===== src/hw/rtl/sbi_pkg.sv =====
package sbi_pkg;

    localparam int FRAC_BITS = 16;
    localparam int COORD_W   = 32;
    localparam int DIR_W     = 18;
    localparam int LEN_W     = 31;
    localparam int TOL_W     = 16;

    localparam int DIFF_W = COORD_W + 1;
    localparam int NUM_W  = DIFF_W + FRAC_BITS;
    localparam int QUO_W  = DIFF_W;
    localparam int TOP_W  = NUM_W - QUO_W;
    localparam int DEN_W  = DIR_W;
    localparam int CMP_W  = (TOP_W > DEN_W) ? TOP_W : DEN_W;

    localparam int DIV_STEPS  = 4;
    localparam int DIV_STAGES = 1 + (QUO_W + DIV_STEPS - 1) / DIV_STEPS;

    localparam int PROD_W  = COORD_W + DIR_W;
    localparam int SHIFT_W = PROD_W - FRAC_BITS;
    localparam int PT_W    = ((SHIFT_W > COORD_W) ? SHIFT_W : COORD_W) + 2;

    localparam int NFACE = 6;

    localparam int IN_DATA_W  = ((3 * COORD_W + 3 * DIR_W + LEN_W + 7) / 8) * 8;
    localparam int OUT_DATA_W = 2 * COORD_W;

    localparam int CFG_IDX_W  = 3;
    localparam int CFG_DATA_W = 32;

    localparam logic [CFG_IDX_W-1:0] REG_BOX_MIN_X = 3'd0;
    localparam logic [CFG_IDX_W-1:0] REG_BOX_MIN_Y = 3'd1;
    localparam logic [CFG_IDX_W-1:0] REG_BOX_MIN_Z = 3'd2;
    localparam logic [CFG_IDX_W-1:0] REG_BOX_MAX_X = 3'd3;
    localparam logic [CFG_IDX_W-1:0] REG_BOX_MAX_Y = 3'd4;
    localparam logic [CFG_IDX_W-1:0] REG_BOX_MAX_Z = 3'd5;
    localparam logic [CFG_IDX_W-1:0] REG_TOLERANCE = 3'd6;

    typedef struct packed {
        logic [2:0][COORD_W-1:0] p;
        logic [2:0][DIR_W-1:0]   d;
        logic [LEN_W-1:0]        len;
        logic                    touch;
        logic [2:0]              axis_ok;
    } side_t;

endpackage


===== src/hw/rtl/sbi_face.sv =====
module sbi_face (
    input  logic                               aclk,
    input  logic                               en,
    input  logic signed [sbi_pkg::COORD_W-1:0] lam,
    input  logic signed [sbi_pkg::DIR_W-1:0]   dir_b,
    input  logic signed [sbi_pkg::DIR_W-1:0]   dir_c,
    input  logic signed [sbi_pkg::COORD_W-1:0] p_b,
    input  logic signed [sbi_pkg::COORD_W-1:0] p_c,
    input  logic signed [sbi_pkg::COORD_W-1:0] lo_b,
    input  logic signed [sbi_pkg::COORD_W-1:0] hi_b,
    input  logic signed [sbi_pkg::COORD_W-1:0] lo_c,
    input  logic signed [sbi_pkg::COORD_W-1:0] hi_c,
    input  logic        [sbi_pkg::TOL_W-1:0]   eps,
    input  logic                               touch,
    output logic                               ok,
    output logic signed [sbi_pkg::COORD_W-1:0] lam_out
);
    import sbi_pkg::*;

    logic signed [PROD_W-1:0]  prod_b_reg;
    logic signed [PROD_W-1:0]  prod_c_reg;
    logic signed [COORD_W-1:0] pb_reg;
    logic signed [COORD_W-1:0] pc_reg;
    logic signed [COORD_W-1:0] lam1_reg;
    logic                      touch1_reg;
    logic signed [COORD_W-1:0] lam2_reg;
    logic                      ok_reg;
    logic                      ok_next;

    always_ff @(posedge aclk) begin
        if (en) begin
            prod_b_reg <= lam * dir_b;
            prod_c_reg <= lam * dir_c;
            pb_reg     <= p_b;
            pc_reg     <= p_c;
            lam1_reg   <= lam;
            touch1_reg <= touch;
            lam2_reg   <= lam1_reg;
            ok_reg     <= ok_next;
        end
    end

    always_comb begin
        logic signed [SHIFT_W-1:0] sh_b;
        logic signed [SHIFT_W-1:0] sh_c;
        logic signed [PT_W-1:0]    cb;
        logic signed [PT_W-1:0]    cc;
        logic signed [PT_W-1:0]    e;
        logic signed [PT_W-1:0]    lob;
        logic signed [PT_W-1:0]    hib;
        logic signed [PT_W-1:0]    loc;
        logic signed [PT_W-1:0]    hic;
        sh_b = SHIFT_W'(prod_b_reg >>> FRAC_BITS);
        sh_c = SHIFT_W'(prod_c_reg >>> FRAC_BITS);
        cb   = PT_W'(pb_reg) + PT_W'(sh_b);
        cc   = PT_W'(pc_reg) + PT_W'(sh_c);
        e    = PT_W'($signed({1'b0, eps}));
        if (touch1_reg) begin
            lob = PT_W'(lo_b) + e;
            hib = PT_W'(hi_b) - e;
            loc = PT_W'(lo_c) + e;
            hic = PT_W'(hi_c) - e;
        end else begin
            lob = PT_W'(lo_b) - e;
            hib = PT_W'(hi_b) + e;
            loc = PT_W'(lo_c) - e;
            hic = PT_W'(hi_c) + e;
        end
        ok_next = (cb > lob) && (cb < hib) && (cc > loc) && (cc < hic);
    end

    assign ok      = ok_reg;
    assign lam_out = lam2_reg;

endmodule


===== config.mk =====
export PLATFORM = sky130hd
export DESIGN_NAME = sbi_face
export DESIGN_NICKNAME = d
export VERILOG_FILES = /design/src/hw/rtl/sbi_pkg.sv /design/src/hw/rtl/sbi_face.sv
export SDC_FILE = /design/constraint.sdc
export NUM_CORES = 2
export LEC_CHECK = 0
export ABC_AREA = 1
export CAP_MARGIN = 20
export CORE_ASPECT_RATIO = 1.2
export CORE_UTILIZATION = 60
export CTS_CLUSTER_SIZE = 28
export DETAILED_ROUTE_END_ITERATION = 10
export DONT_BUFFER_PORTS = 1
export GPL_ROUTABILITY_DRIVEN = 0
export GPL_TIMING_DRIVEN = 0
export PLACE_DENSITY_LB_ADDON = 0.08
export REMOVE_ABC_BUFFERS = 1
export SYNTH_ARGS = -nofsm -noshare
export SYNTH_HDL_FRONTEND = slang
export SYNTH_SLANG_ARGS = --single-unit
export TNS_END_PERCENT = 5

===== constraint.sdc =====
create_clock -name aclk -period 10 [get_ports aclk]
set_clock_uncertainty 0.15 [all_clocks]
set_input_delay 0 -clock aclk [delete_from_list [all_inputs] [get_ports aclk]]
set_output_delay 0 -clock aclk [all_outputs]
set_load 0.01 [all_outputs]

Yosys cells after proc, flatten, opt, wreduce, memory -nomap -nowiden
Index checks and enable logic that the tools add are counted.
Widths: inputs -> output; s select.
{ "classes": {"n_addsub": 10, "multipliers": 2, "n_div": 0, "magnitude_cmp": 4, "eq_ne": 0, "shifts": 0, "muxes": 4, "n_bitwise": 0, "reduce_logical": 3} }
{ "op_table": {"columns": ["operator", "n"], "rows": [
  ["$mux 36", 4],
  ["$add 32x17->33", 4],
  ["$sub 32x17->33", 4],
  ["$mul 32x18->50", 2],
  ["$gt 35x36->1", 2],
  ["$lt 35x36->1", 2],
  ["$add 32x34->35", 2],
  ["$logic_and 1x1->1", 3]
]} }
{ "word_totals": {"ff_bits": 230, "latchBits": 0, "ramBits": 0, "mem_bits_ro": 0, "input_bits": 279, "mem_count": 0} }

Logic depth before layout (Yosys ltp)
{ "logic_depth": {"ltp_word": 6, "depth_mapped": 36, "ltp_nobuf": 36} }

Least setup slack after synthesis
OpenSTA, ideal clock, no wires.
{ "synth_timing": {"path_type": "input to register", "startpoint": "in lam[17] in the netlist's numbering", "endpoint": "reg prod_c_reg[42], data pin", "t_arrival_ns": 5.331, "required_time_ns": 9.585, "slack_ns": 4.254, "stages": 26, "cell_sequence": "clkbuf_1 clkbuf_1 nand2_1 fa_1 inv_1 fa_1 inv_1 fa_1 inv_1 fa_1 fa_1 inv_1 fa_1 inv_1 ha_1 nand2_1 nor2_1 inv_1 nor3_1 inv_1 nor3_1 nor3_1 o21bai_1 nand3_1 o21ai_0 xor2_1"} }
{ "synth_between": {"elab_chain_cells": 1} }
{ "synth_rtl": {"columns": ["element", "line", "text"], "rows": [
  ["start, declared", "sbi_face.sv:4", "input logic signed [sbi_pkg::COORD_W-1:0] lam,"],
  ["$mul 32x18->50", "sbi_face.sv:33", "prod_c_reg <= lam * dir_c;"],
  ["end signal, assigned", "sbi_face.sv:33", null],
  ["end, declared", "sbi_face.sv:21", "logic signed [PROD_W-1:0] prod_c_reg;"]
]} }
Every way passes these cells.
A chain may end at the register's enable or synchronous reset.

Worst setup path after layout
{ "layout_timing": {"startpoint": "reg touch1_reg", "endpoint": "reg ok_reg, in the netlist ok, data pin"} }
{ "layout_between": {"elab_chain_cells": 5} }
{ "layout_rtl": {"columns": ["element", "line", "text"], "rows": [
  ["start, declared", "sbi_face.sv:25", "logic touch1_reg;"],
  ["start signal, assigned", "sbi_face.sv:37", "touch1_reg <= touch;"],
  ["$mux 36", "sbi_face.sv:58", "if (touch1_reg) begin"],
  ["$gt 35x36->1 or $lt 35x36->1 (tied branches)", "sbi_face.sv:69", "ok_next = (cb > lob) && (cb < hib) && (cc > loc) && (cc < hic);"],
  ["$logic_and 1x1->1 (2 in a row)", "sbi_face.sv:69", null],
  ["$logic_and 1x1->1 (*)", "sbi_face.sv:69", null],
  ["named net ok_next", "sbi_face.sv:28", "logic ok_next;"],
  ["end signal, assigned", "sbi_face.sv:39", "ok_reg <= ok_next;"],
  ["end, declared", "sbi_face.sv:27", "logic ok_reg;"]
]} }
The timed path passes the listed nets; every way through them passes the cells marked *.

==> impl_metrics.ini <==
[outcome]
status = complete, no violations

[floorplanning]
num_rows = 127
die_area_mm2 = 0.103
fp.dieH_um = 352
die_w_um = 294
pin_count = 312
start_util = 0.609
design.core.area_mm2 = 0.100

[timing]
finalCritPeriodShare = 0.652
finalHoldViolCount = 0
rsz0062_at_grt = false
finalMaxSlewViolations = 0
layout_min_cycle_time_ns = 6.52
fmax_mhz = 153
tightest_slew_ns = 1.34
setup_viol = 0
whs_ns = 0.0376
relSlewSlack = 0.105
setup_tns_ns = 0

[setup_path]
worstPathMaxFanout = 23
cp_num_buf_inv = 4
crit_path_frequent_cell = nand2_1
r2r-end = ok
critPathCaptureType = register
rr_startpoint = touch1_reg
r2r_slack_ns = 3.48
cp_slowest_stage_delay_ns = 0.84
crit_required_ns = 10.15
path_delay_family = simple AND/OR/NAND/NOR gates
cp_slowest_cell = edfxtp_1
cp.arrival_ns = 6.67
start_kind = register
path_class = register to register
rr_worst_depth = 31

[clocking]
ctsHoldBuffers = 178
clockBufferDepth = 2
cts-resized-gates = 0
cts_setup_buffers = 0
clk_latency_ns = 0.54
htreeDepth = 4
cts_sinks = 198
cts_root_buf = clkbuf_16
cts_buffers = 17
path_clk_slew_ns = 0.09
cts_tree = built

[yosys]
ys_async_sr_fraction = 0
ys_ff_latch = 198
postSynthAreaPerCell_um2 = 7.80
syn_inst = 7841
synth_edf_count = 198
synth-seq-area-share = 0.0972
synth_area_mm2 = 0.0612
ys_warn_count = 0
synth_ff_type = edfxtp_1
yosysUniqueCellTypes = 55

[placement]
numPortBuffers = 0
post_dp_cell_area_mm2 = 0.0620
dp_hpwl_mm = 143

[detailed_routing]
first_pass_iters = 8
vias = 51590
wl_mm = 184
wl_per_cell_um = 20.0
drc = 0
drtIter0Drc = 3997
drtAntennaViolNets = 0
via_per_inst = 5.62

[run]
maxCapViolations = 0

[global_routing]
grt_pass1_wl_mm = 289
gr-total-overflow = 0
grt_max_degree = 199
grtUsageTotal = 0.366
grt_pass1_vias = 53498
antenna_found_initial = 10

[worst_hold_path]
min_from = p_b[31]
hold_path_depth = 1
min_path_type = primary input to register
hold-path-endpoint = pb_reg[31]

[layout]
num-fill-cells = 8978
final_nets = 9747
areaGrowthSynthToFinish_pct = 5.34
drive_gt1_frac = 0.0175
final_area_mm2 = 0.0645
-- cell type report --
cell class                 count  area [µm²]  area share
tap                         1354        1690      0.0263
clock inverter                15         195     0.00303
sequential                   198        5950      0.0922
antenna                       13        32.5    0.000505
inverter                    2047        7690       0.119
multi-input combinational   5356       46700       0.724
clock buffer                  17         425     0.00660
timing repair buffer         180        1820      0.0282
-- worst register-to-register path, delay by kind of cell (launching register included) --
family | cells | cell delay [ns]
and+or+nand+nor | 19 | 2.28
DFF | 1 | 0.84
xor gates and xnor gates | 2 | 0.81
AOI/OAI and AO/OA | 4 | 0.79
adders and majority gates | 2 | 0.74
buffers and inverters | 4 | 0.69
-- logic make-up after synthesis --
| logic type | share of synthesized area |
|---|---|
| compound gates | 0.0765 |
| fa+ha+maj | 0.477 |
| xor+xnor | 0.0361 |
| simple gates | 0.173 |
| flops | 0.0972 |
| buf+inv | 0.140 |
-- metrics by stage --
| stage | std cells | setup slack [ns] | utilization |
|---|---|---|---|
| 2_1_floorplan | 7601 | 4.67 | - |
| 3_3_place_gp | 8955 | 2.18 | 0.617 |
| 3_5_place_dp | 8956 | 3.46 | 0.617 |
| 4_1_cts | 9166 | 3.50 | 0.641 |
| 5_1_grt | 9175 | 3.26 | 0.642 |
| 6_report | 9180 | 3.48 | 0.642 |
-- Yosys cell counts, types with 30 or more instances --
cell type | instances | area [µm²]
inv_1 | 2031 | 7620
nand2_1 | 1821 | 6840
a31oi_1 | 41 | 257
o21a_1 | 30 | 225
nand4_1 | 65 | 407
nor3_1 | 69 | 345
o21ai_0 | 213 | 1070
nor2_1 | 386 | 1450
edfxtp_1 | 198 | 5950
nand3_1 | 149 | 746
xnor2_1 | 121 | 1060
a21oi_1 | 426 | 2130
clkbuf_1 | 235 | 882
nand2_2 | 33 | 206
xor2_1 | 131 | 1150
ha_1 | 558 | 6980
fa_1 | 1110 | 22200
-- layout by cell type (no fill, tap or decap), types with 65 or more instances in the layout --
master	Yosys	routed
dlygate4sd3_1	0	177
inv_1	2031	2031
o21ai_0	213	212
ha_1	558	558
nand4_1	65	65
fa_1	1110	1110
nand3_1	149	149
a21oi_1	426	426
xnor2_1	121	121
nor3_1	69	69
edfxtp_1	198	198
nand2_1	1821	1821
nor2_1	386	386
xor2_1	131	131
-- per-layer routing --
metal	global-route usage	wire (µm)	share of wire
met5	0	0	0
met2	0.615	86600	0.47
met3	0.0790	16300	0.088
met4	0.220	12400	0.067
met1	0.432	68500	0.37
-- how the worst max path moves through the flow --
| stage | startpoint | endpoint | slack [ns] | depth (start not counted) |
|---|---|---|---|---|
| floorplan | dir_c[17] | prod_c_reg[42] | 4.67 | 22 |
| global placement | touch1_reg | ok | 2.18 | 24 |
| detailed placement | dir_c[17] | prod_c_reg[42] | 3.46 | 22 |
| CTS | touch1_reg | ok | 3.50 | 32 |
| global route | touch1_reg | ok | 3.26 | 30 |
| finish | touch1_reg | ok | 3.48 | 31 |
Power is not shown: default switching activity piles up to over one toggle a cycle in this logic, so the estimate is an artifact.
