`src/hw/rtl/sbi_pkg.sv`:
```
package sbi_pkg;

    localparam int FRAC_BITS = 16;
    localparam int COORD_W   = 32;
    localparam int DIR_W     = 18;
    localparam int LEN_W     = 31;
    localparam int TOL_W     = 16;

    localparam int DIFF_W = COORD_W + 1;
    localparam int NUM_W  = DIFF_W + FRAC_BITS;
    localparam int QUO_W  = DIFF_W;
    localparam int TOP_W  = NUM_W - QUO_W;
    localparam int DEN_W  = DIR_W;
    localparam int CMP_W  = (TOP_W > DEN_W) ? TOP_W : DEN_W;

    localparam int DIV_STEPS  = 4;
    localparam int DIV_STAGES = 1 + (QUO_W + DIV_STEPS - 1) / DIV_STEPS;

    localparam int PROD_W  = COORD_W + DIR_W;
    localparam int SHIFT_W = PROD_W - FRAC_BITS;
    localparam int PT_W    = ((SHIFT_W > COORD_W) ? SHIFT_W : COORD_W) + 2;

    localparam int NFACE = 6;

    localparam int IN_DATA_W  = ((3 * COORD_W + 3 * DIR_W + LEN_W + 7) / 8) * 8;
    localparam int OUT_DATA_W = 2 * COORD_W;

    localparam int CFG_IDX_W  = 3;
    localparam int CFG_DATA_W = 32;

    localparam logic [CFG_IDX_W-1:0] REG_BOX_MIN_X = 3'd0;
    localparam logic [CFG_IDX_W-1:0] REG_BOX_MIN_Y = 3'd1;
    localparam logic [CFG_IDX_W-1:0] REG_BOX_MIN_Z = 3'd2;
    localparam logic [CFG_IDX_W-1:0] REG_BOX_MAX_X = 3'd3;
    localparam logic [CFG_IDX_W-1:0] REG_BOX_MAX_Y = 3'd4;
    localparam logic [CFG_IDX_W-1:0] REG_BOX_MAX_Z = 3'd5;
    localparam logic [CFG_IDX_W-1:0] REG_TOLERANCE = 3'd6;

    typedef struct packed {
        logic [2:0][COORD_W-1:0] p;
        logic [2:0][DIR_W-1:0]   d;
        logic [LEN_W-1:0]        len;
        logic                    touch;
        logic [2:0]              axis_ok;
    } side_t;

endpackage

```
`src/hw/rtl/sbi_divider.sv`:
```
module sbi_divider (
    input  logic                      aclk,
    input  logic                      en,
    input  logic [sbi_pkg::NUM_W-1:0] num_mag,
    input  logic [sbi_pkg::DEN_W-1:0] den,
    input  logic                      neg,
    output logic [sbi_pkg::QUO_W-1:0] quo_mag,
    output logic                      quo_neg,
    output logic                      quo_ovf
);
    import sbi_pkg::*;

    logic [DEN_W-1:0] rem_reg  [DIV_STAGES];
    logic [DEN_W-1:0] rem_next [DIV_STAGES];
    logic [QUO_W-1:0] low_reg  [DIV_STAGES];
    logic [QUO_W-1:0] low_next [DIV_STAGES];
    logic [QUO_W-1:0] quo_reg  [DIV_STAGES];
    logic [QUO_W-1:0] quo_next [DIV_STAGES];
    logic [DEN_W-1:0] den_reg  [DIV_STAGES];
    logic [DEN_W-1:0] den_next [DIV_STAGES];
    logic             neg_reg  [DIV_STAGES];
    logic             neg_next [DIV_STAGES];
    logic             ovf_reg  [DIV_STAGES];
    logic             ovf_next [DIV_STAGES];

    // The first stage flags quotients of 2^QUO_W or more; the others retire up to
    // DIV_STEPS restoring steps each, the last only those left of QUO_W.
    always_comb begin
        logic [DEN_W:0]   trial;
        logic [DEN_W-1:0] rem;
        logic [QUO_W-1:0] low;
        logic [QUO_W-1:0] quo;
        trial = '0;
        rem_next[0] = DEN_W'(num_mag[NUM_W-1 -: TOP_W]);
        low_next[0] = num_mag[QUO_W-1:0];
        quo_next[0] = '0;
        den_next[0] = den;
        neg_next[0] = neg;
        ovf_next[0] = CMP_W'(num_mag[NUM_W-1 -: TOP_W]) >= CMP_W'(den);
        for (int s = 1; s < DIV_STAGES; s++) begin
            rem = rem_reg[s-1];
            low = low_reg[s-1];
            quo = quo_reg[s-1];
            for (int k = 0; k < DIV_STEPS; k++) begin
                if ((s - 1) * DIV_STEPS + k < QUO_W) begin
                    trial = {rem, low[QUO_W-1]};
                    low   = low << 1;
                    if (trial >= {1'b0, den_reg[s-1]}) begin
                        rem = DEN_W'(trial - {1'b0, den_reg[s-1]});
                        quo = {quo[QUO_W-2:0], 1'b1};
                    end else begin
                        rem = trial[DEN_W-1:0];
                        quo = {quo[QUO_W-2:0], 1'b0};
                    end
                end
            end
            rem_next[s] = rem;
            low_next[s] = low;
            quo_next[s] = quo;
            den_next[s] = den_reg[s-1];
            neg_next[s] = neg_reg[s-1];
            ovf_next[s] = ovf_reg[s-1];
        end
    end

    always_ff @(posedge aclk) begin
        if (en) begin
            for (int s = 0; s < DIV_STAGES; s++) begin
                rem_reg[s] <= rem_next[s];
                low_reg[s] <= low_next[s];
                quo_reg[s] <= quo_next[s];
                den_reg[s] <= den_next[s];
                neg_reg[s] <= neg_next[s];
                ovf_reg[s] <= ovf_next[s];
            end
        end
    end

    assign quo_mag = quo_reg[DIV_STAGES-1];
    assign quo_neg = neg_reg[DIV_STAGES-1];
    assign quo_ovf = ovf_reg[DIV_STAGES-1];

endmodule

```
`config.mk`:
```
export PLATFORM = sky130hd
export DESIGN_NAME = sbi_divider
export DESIGN_NICKNAME = d
export VERILOG_FILES = /design/src/hw/rtl/sbi_pkg.sv /design/src/hw/rtl/sbi_divider.sv
export SDC_FILE = /design/constraint.sdc
export NUM_CORES = 2
export LEC_CHECK = 0
export ABC_CLOCK_PERIOD_IN_PS = 11100
export BUFFER_PORTS_ARGS = -buffer_cell sky130_fd_sc_hd__buf_4
export CORE_MARGIN = 2
export CORE_UTILIZATION = 40
export CTS_BUF_LIST = sky130_fd_sc_hd__clkbuf_4 sky130_fd_sc_hd__clkbuf_8 sky130_fd_sc_hd__clkbuf_16
export CTS_CLUSTER_DIAMETER = 50
export CTS_CLUSTER_SIZE = 8
export DETAILED_ROUTE_END_ITERATION = 6
export GPL_ROUTABILITY_DRIVEN = 0
export SLEW_MARGIN = 20
export SYNTH_ARGS = -nofsm -noshare
export SYNTH_HDL_FRONTEND = slang
export SYNTH_SLANG_ARGS = --single-unit
```
`constraint.sdc`:
```
create_clock -name aclk -period 11.1 [get_ports aclk]
set_input_delay 0.555 -clock aclk [delete_from_list [all_inputs] [get_ports aclk]]
set_output_delay 0.555 -clock aclk [all_outputs]
set_load 0.01 [all_outputs]
```
# Word-level counts from Yosys, hierarchy flattened
# Memories as Yosys holds them, arrays and structs flattened.
# Cells that the tools add are included.
[totals]
mem_bits_rw = 1040
input_bits = 70
output_inout_bits = 35
elab_cells = 141
mem_count = 6
register_bits = 0
[memory_table]
columns = ["memory", "words", "width", "rd", "rd_ports_with_merged_regs", "wr", "line_no", "text"]
rows = [
  ["low_reg", 10, 33, 9, 0, 10, "sbi_divider.sv:15", "logic [QUO_W-1:0] low_reg [DIV_STAGES];"],
  ["quo_reg", 10, 33, 10, 0, 10, "sbi_divider.sv:17", "logic [QUO_W-1:0] quo_reg [DIV_STAGES];"],
  ["den_reg", 10, 18, 9, 0, 10, "sbi_divider.sv:19", "logic [DEN_W-1:0] den_reg [DIV_STAGES];"],
  ["rem_reg", 10, 18, 9, 0, 10, "sbi_divider.sv:13", "logic [DEN_W-1:0] rem_reg [DIV_STAGES];"],
  ["neg_reg", 10, 1, 10, 0, 10, "sbi_divider.sv:21", "logic neg_reg [DIV_STAGES];"],
  ["ovf_reg", 10, 1, 10, 0, 10, "sbi_divider.sv:23", "logic ovf_reg [DIV_STAGES];"],
]
[op_classes]
magnitude_cmp = 34
addsub = 33
n_mux = 68
[ops]
columns = ["cell", "count"]
rows = [
  ["19-bit by 18-bit >= comparator with 1-bit output", 33],
  ["18-bit 2-to-1 mux", 33],
  ["18-bit subtractor", 33],
  ["1-bit 2-to-1 mux", 35],
  ["16-bit by 18-bit >= comparator with 1-bit output", 1],
]

# Logic depth before layout (Yosys ltp)
# An unclocked memory read counts as a cell.
[depth]
ltp_word = 9
mapped_depth = 54
depth_no_buf = 49

# Least setup slack after synthesis
# OpenSTA, ideal clock, no wires.
[synth_timing]
path_kind = "reg2reg"
startpoint = "mem den_reg[1][1] (netlist bit)"
endpoint = "mem rem_reg[2][2] (netlist bit), data pin"
stages_incl_launch_ff = 52
required_time_ns = 10.818
n_path_buf = 6
period_less_slack_ns = 11.529
setup_slack_ns = -0.429
arrival_time_ns = 11.247
setup_time_ns = 0.282
path_cell_list = "edfxtp_1 inv_1 ha_1 nor2b_1 o31a_1 o211ai_1 a2111oi_2 o221ai_2 and2_4 clkbuf_1 clkbuf_1 nor2_1 a21oi_1 inv_1 ha_1 nor2b_1 o31a_1 o31a_1 [... 16 more ...] mux2i_1 clkbuf_1 nand2_1 o21ai_0 ha_1 nor2b_1 o21ai_0 a21oi_1 o21ai_0 a211oi_1 o21a_1 o221a_2 a221oi_1 nand3b_1 buf_2 buf_1 nand3_1 o221ai_1"
[synth_rtl]
columns = ["item", "line_no"]
rows = [
  ["start: declaration", "sbi_divider.sv:19"],
  ["end: declaration", "sbi_divider.sv:13"],
]

==> flow_metrics.env <==
export IMPL_dr_total_vias=44157
export IMPL_crit_slowest_cell="o41a_1"
export IMPL_synth_distinct_cells=98
export IMPL_slowest_delay_ns=0.45
export IMPL_ys_warn_count=0
export IMPL_track_usage_pct=21.0
export IMPL_syn_cell_area_um2=54700
export IMPL_hold_viol_final=0
export IMPL_start_util_pct=40.3
export IMPL_synth_edf_count=672
export IMPL_route_detailed_wl_per_inst_um=19.2
export IMPL_multiInputGateArea_um2=32900
export IMPL_cp_data_required_time_ns=11.57
export IMPL_worstHoldPathType="input pin to flip-flop"
export IMPL_reg2reg_to="rem_reg[6][16]$_DFFE_PP_"
export IMPL_n_fill_cell=12640
export IMPL_max_cap_violations=0
export IMPL_worst_setup_path_type="flip-flop to flip-flop"
export IMPL_clockBufferDepth=3
export IMPL_cts_buffers_inserted=111
export IMPL_drcViolationCount=0
export IMPL_cts_root_buf="clkbuf_16"
export IMPL_num_rows=135
export IMPL_async_flop_share_pct=0
export IMPL_finalNetCount=6762
export IMPL_holdCritStartpoint="en"
export IMPL_tightest_slew_ns=1.06
export IMPL_clock_sinks=672
export IMPL_clk_latency_ns=0.76
export IMPL_grt_max_degree=155
export IMPL_dieArea_um2=140000
export IMPL_yosysSeqAreaShare_pct=36.9
export IMPL_io_pins=105
export IMPL_cp_max_fo=8
export IMPL_holdWs_ns=0.374
export IMPL_min_period_ns=10.60
export IMPL_synth_adder_area_share_pct=15.1
export IMPL_viasPerCell=5.60
export IMPL_cts_tree="done"
export IMPL_drtIter0Drc=3170
export IMPL_syn_area_per_cell_um2=9.81
export IMPL_area_growth_pct=17.5
export IMPL_synthMuxAreaShare_pct=5.58
export IMPL_crit_arrival_ns=11.07
export IMPL_dp_hpwl_mm=118
export IMPL_synth_seq_cells=672
export IMPL_largest_reg_flops=177
export IMPL_rr_startpoint="den_reg[5][11]$_DFFE_PP_"
export IMPL_die_w_um=374
export IMPL_finalMaxSlewViolations=0
export IMPL_whs_endpoint="rem_reg[2][17]$_DFFE_PP_"
export IMPL_synth_ff_type="edfxtp_1"
export IMPL_end_kind="flip-flop"
export IMPL_routed_wl_mm=151
export IMPL_outcome="complete, no violations"
export IMPL_fmax_ghz=0.0943
export IMPL_worst_r2r_path_depth=46
export IMPL_overflow=0
export IMPL_grt_pass1_wl_mm=235
export IMPL_die_h_um=374
export IMPL_slew_limit_headroom_pct=29.6
export IMPL_synth_xor_area_share_pct=6.76
export IMPL_coreArea_um2=136000
export IMPL_portBuffers=104
export IMPL_drt_pass1_iter_count=7
export IMPL_yosys_area_share_simple_pct=12.9
export IMPL_startpoint="den_reg[5][11]$_DFFE_PP_"
export IMPL_regArea_um2=20200
export IMPL_setup_viol=0
export IMPL_syn_num_nets=6288
export IMPL_final_common_cell="edfxtp_1"
export IMPL_r2r_setup_slack_ns=0.50
export IMPL_final_cell_mix="672 x edfxtp_1, 598 x ha_1, 447 x inv_1, 397 x a21oi_1, 370 x buf_4"
export IMPL_finalCritPeriodShare_pct=95.5
export IMPL_path_clk_slew_ns=0.05
export IMPL_antenna_found_initial=2
export IMPL_setup_worst_path_start_class="flip-flop"
export IMPL_skew_ns=0.0709
export IMPL_synth_top_family_by_area="compound AO/OA/AOI/OAI gates"
export IMPL_holdPathStages=1
export IMPL_grt_pass1_vias=42431
export IMPL_synth_compound_area_share_pct=18.9
export IMPL_synthCells=5577
export IMPL_h_tree_depth=3
export IMPL_drive_above_1_share_pct=14.4
export IMPL_antenna_left=0
## cells by family after synthesis
| group | after synthesis |
|---|---|
| and+or+nand+nor | 1428 |
| muxes | 282 |
| DFF | 672 |
| buffers and inverters | 565 |
| AOI/OAI and AO/OA | 1567 |
| adders and majority gates | 641 |
| xor gates and xnor gates | 422 |
## worst max-delay path by stage
stage                                     to  slack (ns)  cells after the start
global placement    rem_reg[5][12]$_DFFE_PP_        0.05                     44
global route        rem_reg[2][10]$_DFFE_PP_       -0.08                     50
CTS                 rem_reg[4][13]$_DFFE_PP_        0.06                     45
floorplan           rem_reg[5][10]$_DFFE_PP_        0.02                     52
detailed placement  rem_reg[5][15]$_DFFE_PP_       -0.24                     43
finish              rem_reg[6][16]$_DFFE_PP_        0.50                     46
## synth_stat cells, types with 12 or more instances
cell type	count	share of area, %
edfxtp_1	672	37
ha_1	609	14
inv_1	463	3.2
a21oi_1	413	3.8
nor2_1	367	2.5
nand2_1	348	2.4
o21ai_0	348	3.2
xnor2_1	286	4.6
a21o_1	174	2.4
mux2_2	174	3.6
xor2_1	136	2.2
nand3_1	105	0.96
nor2b_1	105	1.2
mux2i_1	99	1.8
nand2b_1	99	1.1
nor3_1	97	0.89
o21a_1	92	1.3
nand4_1	91	1.0
clkbuf_1	59	0.40
o21bai_1	58	0.80
o221ai_1	52	0.83
a31oi_1	48	0.55
and3_1	42	0.48
a211oi_1	41	0.56
o211ai_1	38	0.52
or3_1	36	0.41
and2_1	32	0.37
fa_1	32	1.2
a211o_1	29	0.46
o31ai_1	29	0.40
a21boi_0	28	0.38
a221o_1	28	0.51
or2_2	26	0.30
nor4_1	18	0.21
o31a_1	18	0.29
buf_2	15	0.14
nor3b_1	15	0.21
a221oi_1	14	0.22
and4_1	13	0.21
o22a_1	13	0.21
o41ai_1	12	0.19
## metrics by stage
stage | worst slack, ns | setup TNS (ns) | std cells | cell area [um^2] | utilization, %
final | 0.499 | 0 | 7880 | 64300 | 47.4
after global routing | -0.0785 | -0.829 | 7879 | 64300 | 47.4
after CTS | 0.0553 | 0 | 7827 | 63400 | 46.7
after detailed placement | -0.237 | -3.27 | 7596 | 59200 | 43.6
after global placement | 0.0506 | 0 | 7596 | 59200 | 43.6
after floorplan | 0.0202 | 0 | 5577 | 54700 | -
## timing repair
action | in CTS | in global routing
setup endpoints to repair | 27 | 152
pin swaps | 1 | 26
endpoints found under the hold margin | 68 | 0
cloned | 0 | 2
resized for setup | 5 | 132
buffers inserted | 3 | 50
hold buffers | 68 | 0
## per-layer routing
metal,part of all wire [%],GRT usage (%)
met1,46,28.2
met2,46,34.6
met3,4.9,3.05
met4,3.3,6.80
met5,0.011,0
## critical path: cells and delay by family (launching register included)
kind	cells	cell delay, ns
AOI/OAI and AO/OA	21	5.06
buffers and inverters	10	1.63
and+or+nand+nor	7	1.36
adders and majority gates	4	1.24
muxes	3	0.57
DFF	1	0.40
xor gates and xnor gates	1	0.08
## layout make-up
type	count	share of cell area (%)
timing repair inverter	1	0.0117
multi-input combinational	4341	51.2
clock inverter	44	1.04
inverter	475	2.79
clock buffer	116	4.38
tap	1781	3.47
sequential	672	31.4
antenna	1	0.00389
timing repair buffer	449	5.66
Power is not shown: default switching activity piles up to over one toggle a cycle in this logic, so the estimate is an artifact.
